**config.mk**
```make
export PLATFORM = sky130hd
export DESIGN_NAME = crc_checked_measurement_frame_decoder
export DESIGN_NICKNAME = d
export VERILOG_FILES = /design/src/cmfd_pkg.sv /design/src/cmfd_frame_core.sv /design/src/cmfd_out_skid.sv /design/src/crc_checked_measurement_frame_decoder.sv
export SDC_FILE = /design/constraint.sdc
export NUM_CORES = 1
export LEC_CHECK = 0
export BUFFER_PORTS_ARGS = -buffer_cell sky130_fd_sc_hd__buf_2
export CAP_MARGIN = 40
export CORE_ASPECT_RATIO = 0.5
export CORE_UTILIZATION = 60
export DETAILED_ROUTE_END_ITERATION = 7
export GPL_TIMING_DRIVEN = 0
export PLACE_DENSITY = 0.88
export SKIP_CTS_REPAIR_TIMING = 1
export SLEW_MARGIN = 20
export SYNTH_ARGS = -nofsm -noshare
export SYNTH_HDL_FRONTEND = slang
export SYNTH_SLANG_ARGS = --single-unit
```
**constraint.sdc**
```tcl
create_clock -name clk -period 21.2 [get_ports clk]
set_input_delay 6.36 -clock clk [delete_from_list [all_inputs] [get_ports clk]]
set_output_delay 6.36 -clock clk [all_outputs]
set_load 0.03 [all_outputs]
```
**src/cmfd_pkg.sv**
```systemverilog
// Package for the CRC-checked measurement frame decoder.
// Holds frame constants, register indexes, result codes, shared structs and
// the CRC-8 byte update; it depends on nothing.
package cmfd_pkg;

    localparam int FRAME_BYTES = 12;
    localparam int POS_W       = 4;
    localparam int WORD_COUNT  = 4;
    localparam int CFG_IDX_W   = 2;
    localparam int CFG_DATA_W  = 16;

    localparam logic [POS_W-1:0] LAST_POS = POS_W'(FRAME_BYTES - 1);

    localparam logic [7:0] CRC_POLY = 8'h31;
    localparam logic [7:0] CRC_INIT = 8'hFF;

    localparam logic [CFG_IDX_W-1:0] CFG_CHECK_ALL       = 2'd0;
    localparam logic [CFG_IDX_W-1:0] CFG_INVALID_CO2     = 2'd1;
    localparam logic [CFG_IDX_W-1:0] CFG_EXPECTED_STATUS = 2'd2;

    typedef enum logic [1:0] {
        RES_OK     = 2'd0,
        RES_BUS    = 2'd1,
        RES_CRC    = 2'd2,
        RES_SENSOR = 2'd3
    } result_code_t;

    typedef struct packed {
        logic        check_all;
        logic [15:0] invalid_co2;
        logic [15:0] expected_status;
    } cfg_t;

    typedef struct packed {
        result_code_t status;
        logic [15:0]  co2;
        logic [15:0]  temperature;
        logic [15:0]  humidity;
        logic [15:0]  stat_word;
    } result_t;

    // MSB-first CRC-8 over one byte, no reflection, no final xor.
    function automatic logic [7:0] crc8_update(input logic [7:0] crc, input logic [7:0] b);
        logic [7:0] c;
        c = crc ^ b;
        for (int k = 0; k < 8; k++)
        begin
            c = c[7] ? ((c << 1) ^ CRC_POLY) : (c << 1);
        end
        return c;
    endfunction

endpackage

```
**src/cmfd_frame_core.sv**
```systemverilog
// Frame tracking for the measurement decoder: byte position, running CRC,
// captured words and the result of a finished frame.
// Depends on cmfd_pkg.
module cmfd_frame_core (
    input  logic              clk,
    input  logic              rst_n,
    input  logic              fire,
    input  logic [7:0]        data_byte,
    input  logic              bus_fail,
    input  cmfd_pkg::cfg_t    cfg,
    output logic              push,
    output cmfd_pkg::result_t result
);

    logic [cmfd_pkg::POS_W-1:0] pos_reg;
    logic [1:0]                 phase_reg;
    logic [1:0]                 word_reg;
    logic                       crc_failed_reg;
    logic [7:0]                 crc_reg;
    logic [7:0]                 high_reg;
    logic [15:0]                words_reg [cmfd_pkg::WORD_COUNT];

    logic                       first;
    logic                       last;
    logic                       checked;
    logic [7:0]                 crc_next;
    logic                       crc_failed_next;
    logic [15:0]                words_next [cmfd_pkg::WORD_COUNT];

    always_comb
    begin
        first    = (pos_reg == '0);
        last     = (pos_reg >= cmfd_pkg::LAST_POS);
        crc_next = cmfd_pkg::crc8_update((phase_reg == 2'd0) ? cmfd_pkg::CRC_INIT : crc_reg,
                                         data_byte);

        // Words a frame has not reached yet read as zero.
        for (int i = 0; i < cmfd_pkg::WORD_COUNT; i++)
        begin
            words_next[i] = first ? 16'h0000 : words_reg[i];
        end
        if (phase_reg == 2'd1)
        begin
            words_next[word_reg] = {high_reg, data_byte};
        end

        checked = cfg.check_all || (word_reg == 2'd0) || (word_reg == 2'd3);
        crc_failed_next = (!first && crc_failed_reg)
                          || ((phase_reg == 2'd2) && checked && (crc_next != 8'h00));

        push = fire && (bus_fail || last);

        if (bus_fail)
        begin
            result.status      = cmfd_pkg::RES_BUS;
            result.co2         = cfg.invalid_co2;
            result.temperature = 16'h0000;
            result.humidity    = 16'h0000;
            result.stat_word   = 16'h0000;
        end
        else
        begin
            result.temperature = words_next[1];
            result.humidity    = words_next[2];
            result.stat_word   = words_next[3];
            // A CRC error outranks a sensor status failure.
            priority if (crc_failed_next)
            begin
                result.status = cmfd_pkg::RES_CRC;
                result.co2    = cfg.invalid_co2;
            end
            else if (words_next[3] != cfg.expected_status)
            begin
                result.status = cmfd_pkg::RES_SENSOR;
                result.co2    = cfg.invalid_co2;
            end
            else
            begin
                result.status = cmfd_pkg::RES_OK;
                result.co2    = words_next[0];
            end
        end
    end

    always_ff @(posedge clk or negedge rst_n)
    begin
        if (!rst_n)
        begin
            pos_reg        <= '0;
            phase_reg      <= 2'd0;
            word_reg       <= 2'd0;
            crc_failed_reg <= 1'b0;
        end
        else if (fire)
        begin
            if (bus_fail || last)
            begin
                pos_reg        <= '0;
                phase_reg      <= 2'd0;
                word_reg       <= 2'd0;
                crc_failed_reg <= 1'b0;
            end
            else
            begin
                pos_reg        <= pos_reg + 1'b1;
                phase_reg      <= (phase_reg == 2'd2) ? 2'd0 : phase_reg + 2'd1;
                word_reg       <= (phase_reg == 2'd2) ? word_reg + 2'd1 : word_reg;
                crc_failed_reg <= crc_failed_next;
            end
        end
    end

    // Payload state is rewritten before it is read in every frame.
    always_ff @(posedge clk)
    begin
        if (fire)
        begin
            crc_reg <= crc_next;
            if (phase_reg == 2'd0)
            begin
                high_reg <= data_byte;
            end
            for (int i = 0; i < cmfd_pkg::WORD_COUNT; i++)
            begin
                words_reg[i] <= words_next[i];
            end
        end
    end

endmodule

```
**src/cmfd_out_skid.sv**
```systemverilog
// Two-entry result buffer: an output register backed by one skid register,
// so a new result can be taken while the previous one is still held.
// Depends on cmfd_pkg.
module cmfd_out_skid (
    input  logic              clk,
    input  logic              rst_n,
    input  logic              push,
    input  cmfd_pkg::result_t din,
    input  logic              out_stall,
    output logic              out_valid,
    output logic              full,
    output cmfd_pkg::result_t dout
);

    logic              head_valid_reg;
    logic              skid_valid_reg;
    cmfd_pkg::result_t head_reg;
    cmfd_pkg::result_t skid_reg;
    logic              head_free;

    assign head_free = !head_valid_reg || !out_stall;
    assign out_valid = head_valid_reg;
    assign full      = skid_valid_reg;
    assign dout      = head_reg;

    always_ff @(posedge clk or negedge rst_n)
    begin
        if (!rst_n)
        begin
            head_valid_reg <= 1'b0;
            skid_valid_reg <= 1'b0;
        end
        else if (head_free)
        begin
            if (skid_valid_reg)
            begin
                head_valid_reg <= 1'b1;
                skid_valid_reg <= push;
            end
            else
            begin
                head_valid_reg <= push;
            end
        end
        else if (push)
        begin
            skid_valid_reg <= 1'b1;
        end
    end

    always_ff @(posedge clk)
    begin
        if (head_free)
        begin
            if (skid_valid_reg)
            begin
                head_reg <= skid_reg;
                skid_reg <= din;
            end
            else
            begin
                head_reg <= din;
            end
        end
        else if (push)
        begin
            skid_reg <= din;
        end
    end

endmodule

```
**src/crc_checked_measurement_frame_decoder.sv**
```systemverilog
// Top level of the CRC-checked measurement frame decoder: configuration
// registers, frame core and result buffer.
// Depends on cmfd_pkg, cmfd_frame_core and cmfd_out_skid.
//
//   Channel   Handshake             Payload
//   -------   -------------------   ------------------------------------------
//   cfg       cfg_write             cfg_index, cfg_data
//   in        in_valid / in_stall   data_byte, bus_fail
//   out       out_valid / out_stall result_status, co2_ppm, temperature_raw,
//                                   humidity_raw, sensor_status_word
//
// One byte is taken per cycle while in_stall is low; the CRC update, word
// capture and result decision all finish in the cycle of the transfer. A frame
// of 12 bytes has its result loaded into the output register as its last byte
// is taken, unless an earlier result is still held by out_stall; then it waits
// in the skid register. in_stall rises only when both the output register and
// the skid register hold results. Reset clears the frame position and the
// result buffer and loads the register defaults.
module crc_checked_measurement_frame_decoder (
    input  logic                           clk,
    input  logic                           rst_n,
    input  logic                           cfg_write,
    input  logic [cmfd_pkg::CFG_IDX_W-1:0] cfg_index,
    input  logic [cmfd_pkg::CFG_DATA_W-1:0] cfg_data,
    input  logic                           in_valid,
    output logic                           in_stall,
    input  logic [7:0]                     data_byte,
    input  logic                           bus_fail,
    output logic                           out_valid,
    input  logic                           out_stall,
    output logic [1:0]                     result_status,
    output logic [15:0]                    co2_ppm,
    output logic [15:0]                    temperature_raw,
    output logic [15:0]                    humidity_raw,
    output logic [15:0]                    sensor_status_word
);

    cmfd_pkg::cfg_t    cfg_reg;
    cmfd_pkg::result_t core_result;
    cmfd_pkg::result_t out_result;
    logic              fire;
    logic              push;

    always_ff @(posedge clk or negedge rst_n)
    begin
        if (!rst_n)
        begin
            cfg_reg.check_all       <= 1'b1;
            cfg_reg.invalid_co2     <= 16'hFFFF;
            cfg_reg.expected_status <= 16'h0004;
        end
        else if (cfg_write)
        begin
            unique case (cfg_index)
                cmfd_pkg::CFG_CHECK_ALL:       cfg_reg.check_all       <= cfg_data[0];
                cmfd_pkg::CFG_INVALID_CO2:     cfg_reg.invalid_co2     <= cfg_data;
                cmfd_pkg::CFG_EXPECTED_STATUS: cfg_reg.expected_status <= cfg_data;
                default:
                begin
                    // Writes to an unknown index are dropped.
                end
            endcase
        end
    end

    assign fire = in_valid && !in_stall;

    cmfd_frame_core u_core (
        .clk       (clk),
        .rst_n     (rst_n),
        .fire      (fire),
        .data_byte (data_byte),
        .bus_fail  (bus_fail),
        .cfg       (cfg_reg),
        .push      (push),
        .result    (core_result)
    );

    cmfd_out_skid u_skid (
        .clk       (clk),
        .rst_n     (rst_n),
        .push      (push),
        .din       (core_result),
        .out_stall (out_stall),
        .out_valid (out_valid),
        .full      (in_stall),
        .dout      (out_result)
    );

    assign result_status      = 2'(out_result.status);
    assign co2_ppm            = out_result.co2;
    assign temperature_raw    = out_result.temperature;
    assign humidity_raw       = out_result.humidity;
    assign sensor_status_word = out_result.stat_word;

endmodule

```
==> results <==
- In this run the critical register-to-register path is captured at u_skid.skid_reg[61].
- The Yosys step of the flow raised 0 warnings.
- The synthesized design contains 256 register bits.
- The core area is 18,480 um^2.
- The count of buffers inserted at the top-level ports is 98.
- Of all cell types, the one taking the most synthesized area is edfxtp_1.
- The worst setup path is of the primary input to register kind.
- The worst reg2reg path depth is 11.
- The run finished with clean final reports.
- The share of the yosys chip area belonging to registers is 0.6577.
- The compound-cell area share of the yosys netlist was 0.1029.
- In this run, placement finished with an instance count of 1,219.
- Of all flip-flops after synthesis, the portion carrying an async set or reset was 0.1719.
- The most used flip-flop cell after synthesis is edfxtp_1.
- The half-perimeter wire length of the detailed placement result is 18,760 um.
- STA puts the critical path data required time at 21,460 ps.
- The critical path endpoint category is a register.
- Of the total synthesized cell area, the portion taken by AND, OR, NAND and NOR gates is 0.09635.
- Setup repair after global routing left no endpoint under its margin.
- The number of core rows is 35.
- After detailed routing, the average wire length per cell comes to 21.96 um.
- At the end of the flow, the number of nets in the layout was 1,022.
- The design draws 1393 uW.
- After global routing the overflow that remains totals 0.
- Internal power comes to 978.3 uW.
- For flop-to-flop paths, the worst setup slack is 16,940 ps.
- The non-filler instance count after layout is 1,258.
- Of the post-synthesis cell area, the dominant cell type holds 0.5590.
- The via count is 7,827.
- The clock slew at the register clock pins of the worst setup and hold paths is 70 ps.
- The net count after synthesis is 895.
- The H-tree level count is 1.
- The reg-to-reg critical path startpoint is u_core.word_reg[0].
- The number of global-route vias before repair was 7,527.
- The worst path needs 9259 ps of the cycle, external delays included.
- In this run the power density over the cells is 106.7 nW/um^2.
- The final-report max-slew violation count is 0.
- In this run the power spent charging and discharging nets is 414.7 uW.
- In the global route stage, overall resource usage came out at 0.2851.
- In this run the tightest slew margin relative to its limit is 0.4625.
- The post-synthesis cell type count is 50.
- The slew of the pin with the lowest slew margin is 797.5 ps.
- The number of enable flip-flop cells after synthesis is 212.
- STA puts the critical path data arrival time at 9520 ps.
- The share of total power dissipated in the clock network is 0.286.
- The worst setup path is launched from a primary input.
- The number of antenna diodes in the final layout is 0.
- The end of the critical path is u_skid.skid_reg[61].
- The detailed-route wire length is 27,630 um.
- Ranked by instance count, the synthesized netlist is headed by 212 x edfxtp_1, 83 x nand2_1, 68 x inv_1, 63 x nor2_1, 50 x o31ai_1.
- The final sum of negative setup slack is 0 ps.
- The clock passes through at most 3 buffers.
- Entering global routing, the biggest net connects 81 pins.
- The proportion of layout cells with a drive suffix above 1 is 0.2182.
- The worst min-delay path class is register to register.
- Relative to the synthesized area, the layout overhead comes to 14.65%.
- The die is 196.8 um wide.
- Measured against the total synthesized area, the mux share comes to 0.05274.
- The leakage power summed over all cells is 0.005247 uW.
- The highest net fanout along the worst path is 10.
- TritonCTS built the clock tree.
- The share of total power dissipated in sequential elements is 0.488.
- For this block, the initial DRC count from the detailed router was 1,162.
- Each instance of the synthesized netlist takes up on average 13.29 um^2.
- The later-pin clock latency in the skew report is 520 ps.
- Of the total power, the share spent switching nets is 0.2977.
- The clock net in this run drives a total of 256 sinks.
- For this run, design rule violations remaining after detail routing come to 0.
- The arithmetic-cell share of the synthesized area counting full adders, half adders and majority gates is 0.006592.
- The final weighted congestion in routability-driven placement is 0.9201.
- Fill cells in the final layout number 1,200.
- The CTS buffer count is 22.
- The post-synthesis instance area is 11,390 um^2.
- The die covers 19,570 um^2.
- The combinational family with the most area after synthesis is compound AO/OA/AOI/OAI gates.
- After synthesis, the cell types taking the most area are edfxtp_1 56%, dfrtp_1 5.7%, dfstp_2 4.2%.
- The initial antenna violation count is 0.
- The final setup violation count is 0.
- The most critical setup path has its startpoint at data_byte[7].
- The cell count after synthesis came out at 857.
- Of the total power, combinational logic draws 0.227.
- The vertical die dimension is 99.42 um.
- The detail route stage leaves a number of antenna-violating nets equal to 0.
- After detailed routing, the number of vias per cell comes to 6.222.
- For this configuration, the core starts out at a cell density of 0.6162.
- The number of primary I/O pins is 100.
- The root buffer cell is clkbuf_16.
- The maximum clock skew at final layout is 15.65 ps.
- The xor and xnor area share after synthesis is 0.03823.
- The number of hold violations in the final report is 0.
- The first global-routing pass estimated 42,160 um of wire.
- For this run, the top clock speed supported by timing is 108.0 MHz.
- The number of violations of the max-capacitance limit is 0.
- The worst-case IR drop observed on VDD is 0.06068 mV.
- Before antenna repair, the detailed router went through 6 iterations.
- Among all cell types in the netlist, the one instantiated most often is edfxtp_1.
- In the finished design, the share of the clock period the worst path needs comes to 0.4367.
[routing by layer]
| layer | vias to the layer above | routed length (um) | global-route usage |
|---|---|---|---|
| met5 | - | 0 | 0 |
| li1 | 3424 | - | - |
| met2 | 495 | 12640 | 0.4439 |
| met3 | 74 | 3012 | 0.04849 |
| met4 | 0 | 733 | 0.08348 |
| met1 | 3834 | 11240 | 0.4184 |
[per-stage QoR]
stage	worst slack [ps]	util	instance area (um^2)	hold WS [ps]
final	11940	0.7065	13060	512.4
after global routing	11880	0.7065	13060	520.1
after CTS	11990	0.7065	13060	514.3
after detailed placement	11500	0.6687	12360	495.3
after global placement	5142	0.6603	12200	488.7
after floorplan	7867	-	11390	472.9
[critical path, cell delays in order]
cell and delay, ps:
buf_2 110, buf_4 210, xnor3_1 430, or3_4 370, a2111oi_4 340, a211oi_1 140, o41a_1 570, nor3_4 420
buf_6 210, mux2_1 340
[logic make-up after synthesis]
kind of cell / count (synthesis)
compound gates: 152
flops: 256
fa+ha+maj: 6
xor+xnor: 45
simple gates: 219
mux: 50
buf+inv: 129
[area by class of cell]
type | instances | area (um^2) | area share
buffer | 59 | 255.2 | 0.01955
clock buffer | 33 | 646.9 | 0.04954
clock inverter | 6 | 52.55 | 0.004025
inverter | 70 | 267.8 | 0.02051
multi-input combinational | 472 | 3400 | 0.2604
sequential | 256 | 7490 | 0.5736
tap | 259 | 324.1 | 0.02482
timing repair buffer | 103 | 620.6 | 0.04753
[placed cells by master (no fill, tap or decap), types with 2 or more instances in the layout]
cell       Yosys  layout
edfxtp_1     212     212
buf_2          8     106
nand2_1       83      82
inv_1         68      68
nor2_1        63      63
clkbuf_1      47      53
o31ai_1       50      50
mux2_2        36      36
xnor2_1       34      34
a22oi_1       32      32
dfrtp_1       26      26
clkbuf_16      0      23
a22o_1        19      19
nor2b_1       18      18
dfstp_2       18      18
nand4_1       17      17
and4b_1       16      16
a31oi_1       16      16
o311ai_0      16      16
mux2_4        10      10
xor2_1         8       8
o21ai_0        9       8
ha_1           6       6
clkinv_1       2       5
nor4_1         4       4
mux2_1         4       4
buf_16         0       4
and2_1         3       3
nand3b_1       3       3
xnor3_1        3       3
clkbuf_8       0       3
nor3b_1        2       2
and4_1         2       2
or3b_2         2       2
a21oi_1        2       2
[how the worst min path moves through the flow]
stage,from,endpoint,cells after the start
2_1_floorplan,u_core.crc_failed_reg,u_core.crc_failed_reg,1
3_3_place_gp,u_core.crc_failed_reg,u_core.crc_failed_reg,1
3_5_place_dp,u_core.crc_failed_reg,u_core.crc_failed_reg,1
4_1_cts,u_core.crc_failed_reg,u_core.crc_failed_reg,1
5_1_grt,u_core.crc_failed_reg,u_core.crc_failed_reg,1
6_report,u_core.crc_failed_reg,u_core.crc_failed_reg,1
[power groups by stage]
| stage | logic, uW | clock network [uW] | registers (uW) |
|---|---|---|---|
| floorplan | 178 | 0 | 722 |
| global placement | 288 | 0 | 686 |
| detailed placement | 305 | 0 | 687 |
| CTS | 311 | 399 | 678 |
| global route | 335 | 420 | 684 |
| finish | 316 | 398 | 679 |
No activity file was read; power rests on OpenSTA's default activity.
